===== src/rtl/core/tose_pkg.sv =====
package tose_pkg;

  // window of past velocities and intervals
  localparam int unsigned WINDOW_DEPTH = 8;
  localparam int unsigned WIN_AW = (WINDOW_DEPTH > 1) ? $clog2(WINDOW_DEPTH) : 1;

  // average speed limit for the stable flag, compared as a square
  localparam longint unsigned SPEED_LIMIT = 2560;
  localparam logic [47:0] SPEED_LIMIT_SQ = 48'(SPEED_LIMIT * SPEED_LIMIT);

  // interval handling, ms, and the tolerance reset value
  localparam logic [15:0] MAX_GAP        = 16'hFFFF;
  localparam logic [15:0] RESET_INTERVAL = 16'd1000;
  localparam logic [21:0] PERIOD_RESET   = 22'(1000 * WINDOW_DEPTH);
  localparam logic [22:0] TOL_RESET      = 23'd2560;

  // shared arithmetic widths
  localparam int unsigned MUL_W  = 27;
  localparam int unsigned PROD_W = 2 * MUL_W;
  localparam int unsigned DIV_W  = 48;
  localparam int unsigned DVS_W  = 22;
  localparam int unsigned DIV_CW = $clog2(DIV_W);

  localparam logic signed [MUL_W-1:0] MS_PER_S = 27'sd1000;

  // configuration register indexes
  typedef enum logic [2:0] {
    CFG_TARGET_X,
    CFG_TARGET_Y,
    CFG_TARGET_Z,
    CFG_TARGET_VEL_X,
    CFG_TARGET_VEL_Y,
    CFG_TARGET_VEL_Z,
    CFG_POS_TOL,
    CFG_VEL_TOL
  } tose_cfg_e;

  typedef struct packed {
    logic        [31:0] time_ms;
    logic signed [23:0] pos_x;
    logic signed [23:0] pos_y;
    logic signed [23:0] pos_z;
    logic               tracked;
    logic               has_meas_velocity;
    logic signed [23:0] meas_vel_x;
    logic signed [23:0] meas_vel_y;
    logic signed [23:0] meas_vel_z;
  } tose_in_t;

  typedef struct packed {
    logic signed [23:0] vel_x;
    logic signed [23:0] vel_y;
    logic signed [23:0] vel_z;
    logic signed [47:0] integral_x;
    logic signed [47:0] integral_y;
    logic signed [47:0] integral_z;
    logic signed [23:0] avg_vel_x;
    logic signed [23:0] avg_vel_y;
    logic signed [23:0] avg_vel_z;
    logic               stable;
    logic               converged;
  } tose_out_t;

  // clamp to 24 bit signed
  function automatic logic signed [23:0] sat24(input logic signed [48:0] v);
    logic signed [23:0] r;
    if (v > 49'sd8388607) r = 24'sh7FFFFF;
    else if (v < -49'sd8388608) r = 24'sh800000;
    else r = v[23:0];
    return r;
  endfunction

  // clamp to 48 bit signed
  function automatic logic signed [47:0] sat48(input logic signed [48:0] v);
    logic signed [47:0] r;
    if (v > 49'sh0_7FFF_FFFF_FFFF) r = 48'sh7FFF_FFFF_FFFF;
    else if (v < -49'sh0_8000_0000_0000) r = 48'sh8000_0000_0000;
    else r = v[47:0];
    return r;
  endfunction

endpackage


===== src/rtl/core/tose_mul.sv =====
module tose_mul (
  input  logic                               clk_i,
  input  logic                               rst_ni,
  input  logic                               en_i,
  input  logic signed [tose_pkg::MUL_W-1:0]  a_i,
  input  logic signed [tose_pkg::MUL_W-1:0]  b_i,
  output logic signed [tose_pkg::PROD_W-1:0] p_o
);
  import tose_pkg::*;

  logic signed [PROD_W-1:0] p_q;

  // registered signed product, held until the next issue
  always_ff @(posedge clk_i or negedge rst_ni) begin
    if (!rst_ni) begin
      p_q <= '0;
    end else if (en_i) begin
      p_q <= a_i * b_i;
    end
  end

  assign p_o = p_q;

endmodule


===== config.mk =====
export PLATFORM = sky130hd
export DESIGN_NAME = tose_mul
export DESIGN_NICKNAME = d
export VERILOG_FILES = /design/src/rtl/core/tose_pkg.sv /design/src/rtl/core/tose_mul.sv
export SDC_FILE = /design/constraint.sdc
export NUM_CORES = 2
export LEC_CHECK = 0
export ABC_CLOCK_PERIOD_IN_PS = 2000
export BUFFER_PORTS_ARGS = -buffer_cell sky130_fd_sc_hd__buf_2
export CAP_MARGIN = 10
export CORE_MARGIN = 5
export CORE_UTILIZATION = 30
export DETAILED_ROUTE_END_ITERATION = 16
export PLACE_DENSITY = 0.5
export SLEW_MARGIN = 20
export SYNTH_ARGS = -nofsm -noshare
export SYNTH_HDL_FRONTEND = slang
export SYNTH_SLANG_ARGS = --single-unit

===== constraint.sdc =====
create_clock -name clk_i -period 2 [get_ports clk_i]
set_input_delay 0.2 -clock clk_i [delete_from_list [all_inputs] [get_ports clk_i]]
set_output_delay 0.2 -clock clk_i [all_outputs]
set_load 0.03 [all_outputs]

==> results.txt <==
The startpoint of the most critical register-to-register path was p_o[45]$_DFFE_PN0P_. After legalization and detailed placement, the total HPWL measured 75.9 mm. Yosys instantiated no cell more often than sky130_fd_sc_hd__inv_1.

Sorting the synthesized cells by area gives the leading types as sky130_fd_sc_hd__fa_1, sky130_fd_sc_hd__inv_1, sky130_fd_sc_hd__ha_1. The type of the most critical hold path is in -> async. TritonCTS created 5 clock buffers. For the starting density of the core, the log shows 0.301. Clock-pin slew was measured on the worst setup and hold paths at 0.08 ns. Together, buffers and inverters on the worst path number 8. The proportion of layout cells with a drive suffix above 1 was 0.283; the combined global-route utilization of all metal layers was 0.178. For this run, the number of standard cells in the final layout without fillers is 4759.

The via count of the first global-routing pass is 24400. The cell accounting for the most synthesized area was sky130_fd_sc_hd__fa_1. Final antenna-violating net count: 0. The register with the most flip-flops in the layout has 54 of them.

The critical path data arrival time is 6.67 ns, and the H-tree depth is 2. In this run the worst setup path begins at a_i[13]. The type of the worst setup path is in -> reg. Peak fanout along the critical path: 5.

The category of the worst setup path launch point is an input pin. The run finished, with violations left. During synthesis, Yosys emitted a total of 0 warnings. For the post-synth net total, the log shows 4049. Sorting the synthesized cells by how often they occur yields sky130_fd_sc_hd__inv_1, sky130_fd_sc_hd__fa_1, sky130_fd_sc_hd__nand2_1, sky130_fd_sc_hd__and2_1, sky130_fd_sc_hd__ha_1. For the pin with the worst max-slew slack, the measured transition is 0.456 ns.

In this design, the stage delay of the slowest critical-path cell is 0.61 ns. Static timing analysis puts the maximum clock frequency at 155 MHz. The congestion estimate from routability-driven global placement came to 0.867. The accumulated negative setup slack is -186.37 ns, and the fraction of synthesized cell area taken by the top area cell type is 0.535. The final worst-path cycle share was 3.23; the layout overhead on the synthesized area was 29.5%. The floorplan step defined a die boundary enclosing 101000 sq um. The tools report the pin count of the biggest net entering global routing as 72. The final reports fail on negative setup slack.

Clock skew on the completed layout was measured at 0 ns. The run gives 0 as the hold violation count in the final report. TritonCTS built the clock tree. The total number of clock tree sinks is 54. The post-route worst hold slack was 0.299 ns.

The proportion of synthesized chip area in sequential cells is 0.0474, and the wire length of the first global-routing pass is 141 mm. The root cell of the clock tree was sky130_fd_sc_hd__clkbuf_16. The run gives -4.46 ns as the setup slack of the critical path after layout. The tools report the count of final max-slew check failures as 0.

For the worst slack at placement, the log shows -5.09 ns. The worst setup path is captured at a flop. Share of flip-flops with an asynchronous set or reset: 1.00. Top cell family by delay on the critical path: adder cells. The insertion delay to the later sink of the worst-skew pair came out at 0.30 ns.

The run gives 87.6 mm as the overall routed net length. Averaged over all synthesized cells, the footprint is 9.27 sq um. Setup violations remaining at the end of the flow were counted as 51. For this design, the slowest cell found on the critical path is sky130_fd_sc_hd__fa_1. After detailed routing, the average wire length per cell comes to 18.4 microns. After floorplanning, the core was divided into 113 placement rows. In the synthesized netlist the dominant register cell turns out to be sky130_fd_sc_hd__dfrtp_1.

Setup repair after global routing could not meet its margin everywhere. The final layout net count was 4468; the number of enable-type register cells in the synthesized netlist was 0. Dividing the detail-routed via count by the number of cells gives 4.48. Counting along the longest clock path gives a buffer depth of 2.

In this run the count of I/O pins placed on the die edge is 111. After detailed routing, the number of remaining DRC violations is 0. The number of port buffers was 110. The run gives 68 as the number of distinct library cells after synthesis.

The tools report the detailed router's first-iteration violation count as 1015. Traced cell by cell, the critical path runs through buf_12, buf_6, and2_4, fa_1, inv_2, fa_1, inv_2, fa_1, fa_1, fa_1, fa_1, inv_2, fa_1, inv_2, ha_4, buf_4, buf_6, a21o_1, a21oi_2, a21oi_2, or3_4, a221o_1, a2111o_1, o311ai_2. The headroom to the max-slew limit is 0.695, and the total of flip-flops plus latches after synthesis is 54. Data on the critical path is required at its endpoint by 2.21 ns. The count of mapped cells out of synthesis was 3073; the final global-route overflow total was 0.

The most repeated library cell on the critical path is sky130_fd_sc_hd__fa_1. The detailed-routing iteration count for the pre-antenna-repair pass is 5. The cell count after placement was 4677; the chip width was 318 microns.

Measured along the y axis, the die boundary spans 318 microns. The tools report the placeable core region as 94600 sq um. The shortest period the worst path allows is 6.46 ns, and the number of antenna violations at the first check in global routing is 3. The routed layout has 21300 vias.

The synthesized netlist occupies a cell area of 28500 sq um. Max-cap violations in this run came to 0.
## final timing paths
path                                        to  slack (ns)  cells after the start
max                        p_o[44]$_DFFE_PN0P_       -4.46                     24
min                         p_o[3]$_DFFE_PN0P_        0.30                      2
max in group asynchronous  p_o[34]$_DFFE_PN0P_        1.18                      3
max reg2reg                p_o[45]$_DFFE_PN0P_        1.07                      3
min in group clk_i         p_o[51]$_DFFE_PN0P_        0.40                      4
min reg2reg                p_o[36]$_DFFE_PN0P_        0.49                      1
## per-stage QoR
step | instance area [sq um] | utilization
floorplan | 29900 | -
global placement | 33800 | 0.357
detailed placement | 33800 | 0.357
CTS | 36200 | 0.382
global route | 36900 | 0.390
finish | 36900 | 0.390
## layout make-up
class	instances	area, sq um
antenna	1	2.50
clock buffer	5	125
clock inverter	3	25.0
fill	9501	57700
inverter	822	3100
multi-input combinational	2041	25300
sequential	54	1350
tap	1265	1580
timing repair buffer	568	5430
## cell families (layout without fill, tap and decap cells)
group | count (synthesis) | after routing | synth area share
fa+ha+maj | 919 | 919 | 0.604
compound gates | 186 | 186 | 0.0452
other cells | 0 | 1 | 0
flops | 54 | 54 | 0.0474
mux | 38 | 38 | 0.0150
simple gates | 848 | 848 | 0.144
buf+inv | 978 | 1398 | 0.129
xor+xnor | 50 | 50 | 0.0154
## cell usage in the layout (no fill, tap or decap), drive strengths merged, types with 3 or more instances in the layout
cell type  Yosys  final
fa           761    761
nand3         13     13
nand2b         8      8
nor2          45     45
a211oi         6      6
clkbuf       146      8
or3            3      3
o21a           5      5
nand4b         3      3
and2         300    300
nand2        440    440
a21o          32     32
o21bai         8      8
a31oi          7      7
o22ai          3      3
xor2          14     14
inv          821    820
clkinvlp       0      3
o2111ai        3      3
mux2          37     37
nor3           7      7
nand3b         5      5
a21oi         52     52
ha           158    158
dfrtp         54     54
o211ai         6      6
o311ai         4      4
bufbuf         0      4
nand4          4      4
and3          10     10
xnor2         36     36
buf           10    560
a211o         10     10
and4           3      3
o21ai         25     25
## worst reg2reg max path: stages (launching register included)
cell and delay [ns]:
sky130_fd_sc_hd__dfrtp_1 0.43, sky130_fd_sc_hd__nand2_1 0.13, sky130_fd_sc_hd__o311ai_2 0.12, sky130_fd_sc_hd__buf_4 0.15
## per-layer routing
metal	wire length (microns)	track usage	part of all wire	vias to the layer above
met2	46600	0.336	0.53	343
met5	13	0	0.00015	-
li1	-	-	-	9658
met3	2560	0.0184	0.029	92
met1	36200	0.220	0.41	11200
met4	2260	0.0348	0.026	2
## repair_timing
action                     CTS  global route
buffers inserted            52            28
setup endpoints to repair   51            51
pin swaps                  194           129
gates resized for setup    444           144
hold buffers                 1             0
gates cloned                 5             2
hold endpoints to repair     8             0
Power is not shown: default switching activity piles up to over one toggle a cycle in this logic, so the estimate is an artifact.
