===== config.mk =====
export PLATFORM = sky130hd
export DESIGN_NAME = tose_div
export DESIGN_NICKNAME = d
export VERILOG_FILES = /design/src/rtl/core/tose_pkg.sv /design/src/rtl/core/tose_div.sv
export SDC_FILE = /design/constraint.sdc
export NUM_CORES = 1
export LEC_CHECK = 0
export BUFFER_PORTS_ARGS = -buffer_cell sky130_fd_sc_hd__buf_4
export CAP_MARGIN = 20
export CORE_MARGIN = 2
export CORE_UTILIZATION = 59
export DETAILED_ROUTE_END_ITERATION = 8
export HOLD_SLACK_MARGIN = 0.02
export PLACE_DENSITY = 0.85
export SLEW_MARGIN = 20
export SYNTH_ARGS = -nofsm -noshare
export SYNTH_HDL_FRONTEND = slang
export SYNTH_SLANG_ARGS = --single-unit

===== constraint.sdc =====
create_clock -name clk_i -period 6.7 [get_ports clk_i]
set_input_delay 0.67 -clock clk_i [delete_from_list [all_inputs] [get_ports clk_i]]
set_output_delay 0.67 -clock clk_i [all_outputs]
set_load 0.01 [all_outputs]

===== src/rtl/core/tose_pkg.sv =====
package tose_pkg;

  // window of past velocities and intervals
  localparam int unsigned WINDOW_DEPTH = 8;
  localparam int unsigned WIN_AW = (WINDOW_DEPTH > 1) ? $clog2(WINDOW_DEPTH) : 1;

  // average speed limit for the stable flag, compared as a square
  localparam longint unsigned SPEED_LIMIT = 2560;
  localparam logic [47:0] SPEED_LIMIT_SQ = 48'(SPEED_LIMIT * SPEED_LIMIT);

  // interval handling, ms, and the tolerance reset value
  localparam logic [15:0] MAX_GAP        = 16'hFFFF;
  localparam logic [15:0] RESET_INTERVAL = 16'd1000;
  localparam logic [21:0] PERIOD_RESET   = 22'(1000 * WINDOW_DEPTH);
  localparam logic [22:0] TOL_RESET      = 23'd2560;

  // shared arithmetic widths
  localparam int unsigned MUL_W  = 27;
  localparam int unsigned PROD_W = 2 * MUL_W;
  localparam int unsigned DIV_W  = 48;
  localparam int unsigned DVS_W  = 22;
  localparam int unsigned DIV_CW = $clog2(DIV_W);

  localparam logic signed [MUL_W-1:0] MS_PER_S = 27'sd1000;

  // configuration register indexes
  typedef enum logic [2:0] {
    CFG_TARGET_X,
    CFG_TARGET_Y,
    CFG_TARGET_Z,
    CFG_TARGET_VEL_X,
    CFG_TARGET_VEL_Y,
    CFG_TARGET_VEL_Z,
    CFG_POS_TOL,
    CFG_VEL_TOL
  } tose_cfg_e;

  typedef struct packed {
    logic        [31:0] time_ms;
    logic signed [23:0] pos_x;
    logic signed [23:0] pos_y;
    logic signed [23:0] pos_z;
    logic               tracked;
    logic               has_meas_velocity;
    logic signed [23:0] meas_vel_x;
    logic signed [23:0] meas_vel_y;
    logic signed [23:0] meas_vel_z;
  } tose_in_t;

  typedef struct packed {
    logic signed [23:0] vel_x;
    logic signed [23:0] vel_y;
    logic signed [23:0] vel_z;
    logic signed [47:0] integral_x;
    logic signed [47:0] integral_y;
    logic signed [47:0] integral_z;
    logic signed [23:0] avg_vel_x;
    logic signed [23:0] avg_vel_y;
    logic signed [23:0] avg_vel_z;
    logic               stable;
    logic               converged;
  } tose_out_t;

  // clamp to 24 bit signed
  function automatic logic signed [23:0] sat24(input logic signed [48:0] v);
    logic signed [23:0] r;
    if (v > 49'sd8388607) r = 24'sh7FFFFF;
    else if (v < -49'sd8388608) r = 24'sh800000;
    else r = v[23:0];
    return r;
  endfunction

  // clamp to 48 bit signed
  function automatic logic signed [47:0] sat48(input logic signed [48:0] v);
    logic signed [47:0] r;
    if (v > 49'sh0_7FFF_FFFF_FFFF) r = 48'sh7FFF_FFFF_FFFF;
    else if (v < -49'sh0_8000_0000_0000) r = 48'sh8000_0000_0000;
    else r = v[47:0];
    return r;
  endfunction

endpackage


===== src/rtl/core/tose_div.sv =====
module tose_div (
  input  logic                       clk_i,
  input  logic                       rst_ni,
  input  logic                       start_i,
  input  logic [tose_pkg::DIV_W-1:0] dividend_i,
  input  logic [tose_pkg::DVS_W-1:0] divisor_i,
  output logic                       done_o,
  output logic [tose_pkg::DIV_W-1:0] quotient_o
);
  import tose_pkg::*;

  logic              busy_q;
  logic              done_q;
  logic [DIV_CW-1:0] cnt_q;
  logic [DVS_W-1:0]  rem_q;
  logic [DVS_W-1:0]  dvs_q;
  logic [DIV_W-1:0]  quo_q;
  logic [DVS_W:0]    trial;
  logic [DVS_W+1:0]  diff;
  logic              ge;

  // one restoring step per cycle, dividend bits shift out as quotient bits shift in
  assign trial = {rem_q, quo_q[DIV_W-1]};
  assign diff  = {1'b0, trial} - {2'b00, dvs_q};
  assign ge    = ~diff[DVS_W+1];

  always_ff @(posedge clk_i or negedge rst_ni) begin
    if (!rst_ni) begin
      busy_q <= 1'b0;
      done_q <= 1'b0;
      cnt_q  <= '0;
      rem_q  <= '0;
      dvs_q  <= '0;
      quo_q  <= '0;
    end else begin
      done_q <= 1'b0;
      if (start_i) begin
        busy_q <= 1'b1;
        cnt_q  <= '0;
        rem_q  <= '0;
        dvs_q  <= divisor_i;
        quo_q  <= dividend_i;
      end else if (busy_q) begin
        rem_q <= ge ? diff[DVS_W-1:0] : trial[DVS_W-1:0];
        quo_q <= {quo_q[DIV_W-2:0], ge};
        cnt_q <= cnt_q + 1'b1;
        if (cnt_q == DIV_CW'(DIV_W - 1)) begin
          busy_q <= 1'b0;
          done_q <= 1'b1;
        end
      end
    end
  end

  assign done_o     = done_q;
  assign quotient_o = quo_q;

endmodule


==> results of run 1 <==
layer usage:
metal | up-vias | track usage [%] | part of all wire [%]
li1 | 2367 | - | -
met2 | 147 | 43.8 | 48
met4 | 0 | 8.62 | 2.0
met5 | - | 0 | 0
met1 | 2327 | 34.4 | 43
met3 | 24 | 8.28 | 7.1
cells in the mapped netlist, types with 8 or more instances:
cell | instances | share of area, %
nand3_1 | 9 | 0.79
a311oi_1 | 8 | 1.2
mux2i_1 | 61 | 11
nand2_1 | 90 | 5.9
o21ai_0 | 82 | 7.2
a211oi_1 | 15 | 2.0
ha_1 | 23 | 5.1
dfrtp_1 | 100 | 44
xor2_1 | 10 | 1.5
nor2_1 | 37 | 2.4
inv_1 | 29 | 1.9
clkbuf_1 | 26 | 1.7
a21oi_1 | 22 | 1.9
xnor2_1 | 8 | 1.2
power by group through the flow:
stage | registers [mW] | clock network [mW] | logic [mW]
after global placement | 0.771 | 0 | 0.905
final | 0.767 | 0.370 | 0.946
after detailed placement | 0.777 | 0 | 0.931
after global routing | 0.780 | 0.404 | 1.05
after floorplan | 0.772 | 0 | 0.706
after CTS | 0.767 | 0.377 | 0.938
layout make-up:
type                    instances  area, um^2  share of cell area (%)
multi-input cells             449        2910                    42.8
clock inverters                 5        41.3                   0.607
well taps                     129         161                    2.37
repair buffers                124         931                    13.7
inverters                      29         109                    1.60
flip-flops and latches        100        2510                    36.8
clock buffers                  11         141                    2.08
worst max-delay path by stage:
stage / start / endpoint / slack [ns] / cells after the start
after global placement: rem_q[7] / rem_q[20] / 3.61 / 8
after global routing: rem_q[7] / rem_q[20] / 3.09 / 8
after floorplan: quotient_o[47] / rem_q[16] / 4.26 / 10
final: rem_q[7] / rem_q[20] / 3.45 / 8
after CTS: rem_q[7] / rem_q[20] / 3.47 / 8
after detailed placement: rem_q[7] / rem_q[20] / 3.50 / 8
kinds of logic after synthesis:
group           count (synthesis)  share of synthesized area [%]
simple gates                  183                           14.5
buf+inv                        68                           4.90
compound gates                162                           17.5
fa+ha+maj                      24                           5.40
flops                         100                           43.9
xor+xnor                       18                           2.77
mux                            62                           10.9
per-stage QoR:
| step | hold slack [ns] | utilization, % | instances |
|---|---|---|---|
| global route | 0.340 | 73.3 | 847 |
| global placement | 0.492 | 71.3 | 831 |
| CTS | 0.321 | 73.3 | 847 |
| finish | 0.302 | 73.3 | 847 |
| detailed placement | 0.512 | 71.3 | 831 |
| floorplan | 0.374 | - | 617 |
state kept, by name, indices dropped and copies added (netlist names):
name / flops
quotient_o: 48
dvs_q: 22
rem_q: 22
cnt_q: 6
busy_q: 1
done_o: 1
==> results.sh, run 1 <==
export IMPL_fin_ws_ns=3.45
export IMPL_fin_tns_setup_ns=0
export IMPL_timing_fmax_mhz=308
export IMPL_clkLatencyLatePin_ns=0.38
export IMPL_grt_start_max_net_pins=115
export IMPL_final_cell_mix="124 x buf_4, 99 x dfrtp_1, 90 x nand2_1"
export IMPL_clock_sinks=100
export IMPL_drt_wl_total_mm=13.3
export IMPL_cts_buffer_depth=2
export IMPL_antenna_found_initial=0
export IMPL_pin_count=122
export IMPL_synthFlopType="dfrtp_1"
export IMPL_finalSetupViolations=0
export IMPL_cp_num_buf_inv=0
export IMPL_p_leak_nw=3.64
export IMPL_htree_levels=3
export IMPL_fin_nets=810
export IMPL_drc=0
export IMPL_path_cells="ha_1 -> a21oi_1 -> o21ai_1 -> a21oi_1 -> nand3_2 -> a31oi_4 -> nor4_1 -> a221o_1"
export IMPL_reg2reg_from="rem_q[7]"
export IMPL_finalPower_mw=2.08
export IMPL_endpoint_kind="flop"
export IMPL_pre_cts_ws_ns=3.50
export IMPL_cp_max_fo=31
export IMPL_ys_async_sr_fraction_pct=100
export IMPL_dieArea_um2=10500
export IMPL_worst_pin_slew_ns=1.04
export IMPL_cts_root_buf="clkbuf_8"
export IMPL_start_kind="flop"
export IMPL_slowest_stage="a31oi_4"
export IMPL_clk_pin_slew_worst_paths_ns=0.11
export IMPL_fill_cells=733
export IMPL_place_congestion=0.943
export IMPL_cts_hold_fix_buffers=0
export IMPL_yosysWarnings=0
export IMPL_synth_seq_cells=100
export IMPL_core_um2=9280
export IMPL_pwr_share_seq_pct=36.8
export IMPL_crit_type="flop to flop"
export IMPL_maxCapViolCount=0
export IMPL_num_vias=4865
export IMPL_drive_gt1_share_pct=20.8
export IMPL_dp_final_hpwl_mm=9.46
export IMPL_power_density_nw_per_um2=306
export IMPL_grt_overflow_total=0
export IMPL_r2r_end="rem_q[20]"
export IMPL_synthesis_nets=714
export IMPL_first_global_vias=4820
export IMPL_avgSynthCellArea_um2=9.23
export IMPL_netSwitchingFraction_pct=39.6
export IMPL_drt_pass1_iterations=5
export IMPL_crit_top_cell="a21oi_1"
export IMPL_cp_required_ns=6.97
export IMPL_chipHeight_um=102
export IMPL_slowest_delay_ns=0.86
export IMPL_synthCells=617
export IMPL_comb_power_share_pct=45.4
export IMPL_synth_seq_area_share_pct=43.9
export IMPL_skew_ns=0.0214
export IMPL_hold_path_class="input port to asynchronous set/reset pin"
export IMPL_synth_distinct_cells=57
export IMPL_diodes=0
export IMPL_routedWlPerCell_um=15.7
export IMPL_die_w_um=102
export IMPL_rows=35
export IMPL_status="complete, no violations"
export IMPL_cts_tree="done"
export IMPL_ff2ff_path_depth=8
export IMPL_placed_area_um2=6620
export IMPL_initial_core_util_pct=61.3
export IMPL_synth_area_um2=5700
export IMPL_portBuffers=121
export IMPL_timing_max_slew_rel_slack_pct=31.0
export IMPL_min_period_ns=3.25
export IMPL_clkPwrFrac_pct=17.8
export IMPL_avgViaCountPerCell=5.74
export IMPL_fin_crit_sh_pct=48.5
export IMPL_peakVddDrop_uv=212
export IMPL_numCtsBuffers=9
export IMPL_grt_use_total_pct=26.9
export IMPL_post_cts_setup_buffers=0
export IMPL_grt_setup_unrepaired="false"
export IMPL_p_switching_mw=0.824
export IMPL_dr_first_iter_drc_count=204
export IMPL_final_common_cell="buf_4"
export IMPL_p_int_mw=1.26
export IMPL_synth_edff_count=0
export IMPL_ant_nets=0
export IMPL_final_area_um2=6800
export IMPL_cp_top_family="compound AO/OA/AOI/OAI gates"
export IMPL_hold_viol=0
export IMPL_reg2reg_slack_ns=3.45
export IMPL_cp_arrival_ns=3.52
export IMPL_grt_pass1_wl_mm=22.3
export IMPL_finalMaxSlewViolations=0
export IMPL_area_delta_synth_final_pct=19.5
export IMPL_cts_repair_resized=0
Power figures use the tool's default switching activity.
==> run 2: changes to the inputs <==
--- a/config.mk
+++ b/config.mk
@@ -8,10 +8,10 @@
 export BUFFER_PORTS_ARGS = -buffer_cell sky130_fd_sc_hd__buf_4
 export CAP_MARGIN = 20
 export CORE_MARGIN = 2
-export CORE_UTILIZATION = 59
+export CORE_UTILIZATION = 50
 export DETAILED_ROUTE_END_ITERATION = 8
 export HOLD_SLACK_MARGIN = 0.02
-export PLACE_DENSITY = 0.85
+export PLACE_DENSITY = 0.77
 export SLEW_MARGIN = 20
 export SYNTH_ARGS = -nofsm -noshare
 export SYNTH_HDL_FRONTEND = slang
==> constraint.sdc (replaced) <==
create_clock -name clk_i -period 2.65 [get_ports clk_i]
set_input_delay 0.265 -clock clk_i [delete_from_list [all_inputs] [get_ports clk_i]]
set_output_delay 0.265 -clock clk_i [all_outputs]
set_load 0.01 [all_outputs]
==> run 2 against run 1 <==
  * Clock skew shrank 0.013 ns
  * Worst setup slack lost 3.4 ns
  * Maximum frequency grew 27%
  * Sequential share of layout area shrank 2.2 points
  * Flip-flop and latch count is the same
  * Non-clock buffer count grew 26
  * Via count grew 2.3%
  * Largest cell class unchanged
  * Wire length grew 5.6%
  * Critical endpoint is now rem_q[21]
  * Cell count grew 4.3%
  * Critical path type unchanged
  * First-iteration DRC count grew 23%
  * Cell area grew 6.4%
==> results.sh, run 2 (synthesis results as in run 1) <==
export IMPL_finalMaxSlewViolations=0
export IMPL_p_leak_nw=3.84
export IMPL_largest_register_ff_count=48
export IMPL_power_density_nw_per_um2=840
export IMPL_finalSetupViolations=0
export IMPL_fin_crit_sh_pct=96.5
export IMPL_num_vias=4975
export IMPL_fill_cells=879
export IMPL_area_delta_synth_final_pct=27.1
export IMPL_routedWlPerCell_um=15.9
export IMPL_reg2reg_from="dvs_q[6]"
export IMPL_clock_sinks=100
export IMPL_pin_count=122
export IMPL_endpoint_kind="flop"
export IMPL_timing_fmax_mhz=391
export IMPL_start_kind="flop"
export IMPL_skew_ns=0.00871
export IMPL_diodes=0
export IMPL_clk_pin_slew_worst_paths_ns=0.07
export IMPL_maxUsedRoutingLayer="met4"
export IMPL_wl_met2_mm=6.61
export IMPL_place_congestion=0.981
export IMPL_final_cell_mix="145 x buf_4, 99 x dfrtp_1, 90 x nand2_1"
export IMPL_avgViaCountPerCell=5.63
export IMPL_portBuffers=121
export IMPL_cts_root_buf="clkbuf_16"
export IMPL_whs_ns=0.116
export IMPL_worst_pin_slew_ns=0.545
export IMPL_crit_type="flop to flop"
export IMPL_numCtsBuffers=9
export IMPL_first_global_vias=4880
export IMPL_grt_overflow_total=0
export IMPL_wl_met3_mm=1.10
export IMPL_status="complete, no violations"
export IMPL_htree_levels=3
export IMPL_drt_wl_total_mm=14.1
export IMPL_rows=38
export IMPL_grt_pass1_wl_mm=23.2
export IMPL_grt_start_max_net_pins=71
export IMPL_initial_core_util_pct=51.9
export IMPL_cts_buffer_depth=2
export IMPL_chipHeight_um=111
export IMPL_cp_max_fo=9
export IMPL_drt_pass1_iterations=5
export IMPL_antenna_found_initial=0
export IMPL_maxCapViolCount=0
export IMPL_wirelength_met1_mm=6.07
export IMPL_drive_gt1_share_pct=25.0
export IMPL_dp_final_hpwl_mm=10.1
export IMPL_clkLatencyLatePin_ns=0.35
export IMPL_grt_use_total_pct=22.8
export IMPL_hold_viol=0
export IMPL_min_period_ns=2.56
export IMPL_hold_path_class="input port to flop"
export IMPL_peakVddDrop_uv=385
export IMPL_timing_max_slew_rel_slack_pct=63.7
export IMPL_cp_required_ns=2.89
export IMPL_fin_tns_setup_ns=0
export IMPL_ant_nets=0
export IMPL_cp_arrival_ns=2.80
export IMPL_dr_first_iter_drc_count=251
export IMPL_crit_start="dvs_q[6]"
export IMPL_fin_nets=836
export IMPL_die_w_um=111
export IMPL_drc=0
export IMPL_cts_tree="done"
export IMPL_core_um2=11000
export IMPL_min_from="divisor_i[16]"
export IMPL_dieArea_um2=12300
export IMPL_final_common_cell="buf_4"
==> run 2: final cells by class <==
cell class	count	area, um^2	share of cell area, %
Clock inverter	5	60.1	0.830
Inverter	29	109	1.50
Tap cell	140	175	2.42
Multi-Input combinational cell	449	2980	41.1
Clock buffer	10	239	3.30
Timing Repair Buffer	150	1170	16.2
Sequential cell	100	2510	34.6
==> run 2: per-stage QoR <==
stage | cells | instance area (um^2) | worst slack (ns) | power (mW) | utilization [%]
floorplan | 617 | 5700 | 0.212 | 3.74 | -
global placement | 864 | 6830 | 0.116 | 4.47 | 62.1
detailed placement | 864 | 6830 | 0.00196 | 4.54 | 62.1
CTS | 880 | 7140 | 0.0536 | 5.92 | 65.0
global route | 883 | 7240 | -0.00944 | 6.47 | 65.9
finish | 883 | 7240 | 0.0928 | 6.08 | 65.9
==> run 2: metal layers <==
layer,up-vias,track usage [%]
met5,-,0
met4,0,7.58
met3,24,7.87
met2,167,36.0
met1,2359,29.6
li1,2425,-
==> run 2: critical path, cell delays in order (launching register included) <==
cell and delay [ns]:
dfrtp_1 0.37, inv_1 0.07, ha_2 0.31, a2111o_1 0.43, o2111ai_4 0.26, nand3_2 0.15, a31oi_4 0.30, buf_6 0.19
nor4_1 0.06, a311o_1 0.31
==> run 2: worst paths after layout <==
kind                             end  slack [ns]  depth (start not counted)
setup / recovery           rem_q[21]        0.09                          9
hold / removal             dvs_q[16]        0.12                          3
setup reg to reg           rem_q[21]        0.09                          9
hold reg to reg             dvs_q[0]        0.52                          1
max in group asynchronous  rem_q[19]        1.55                          3
min in group asynchronous  dvs_q[10]        0.43                          2
==> run 2: where the power goes <==
group | internal [mW] | switching [mW] | leakage (nW)
Sequential | 1.76 | 0.192 | 1.26
Combinational | 1.29 | 1.50 | 2.43
Clock | 0.757 | 0.578 | 0.145
==> run 2: repair_timing <==
action	in CTS	in global routing
gates resized for setup	1	16
hold endpoints to repair	36	0
buffers inserted	0	2
setup endpoints to repair	1	21
hold buffers	1	0
gates cloned	0	1
pin swaps	0	3
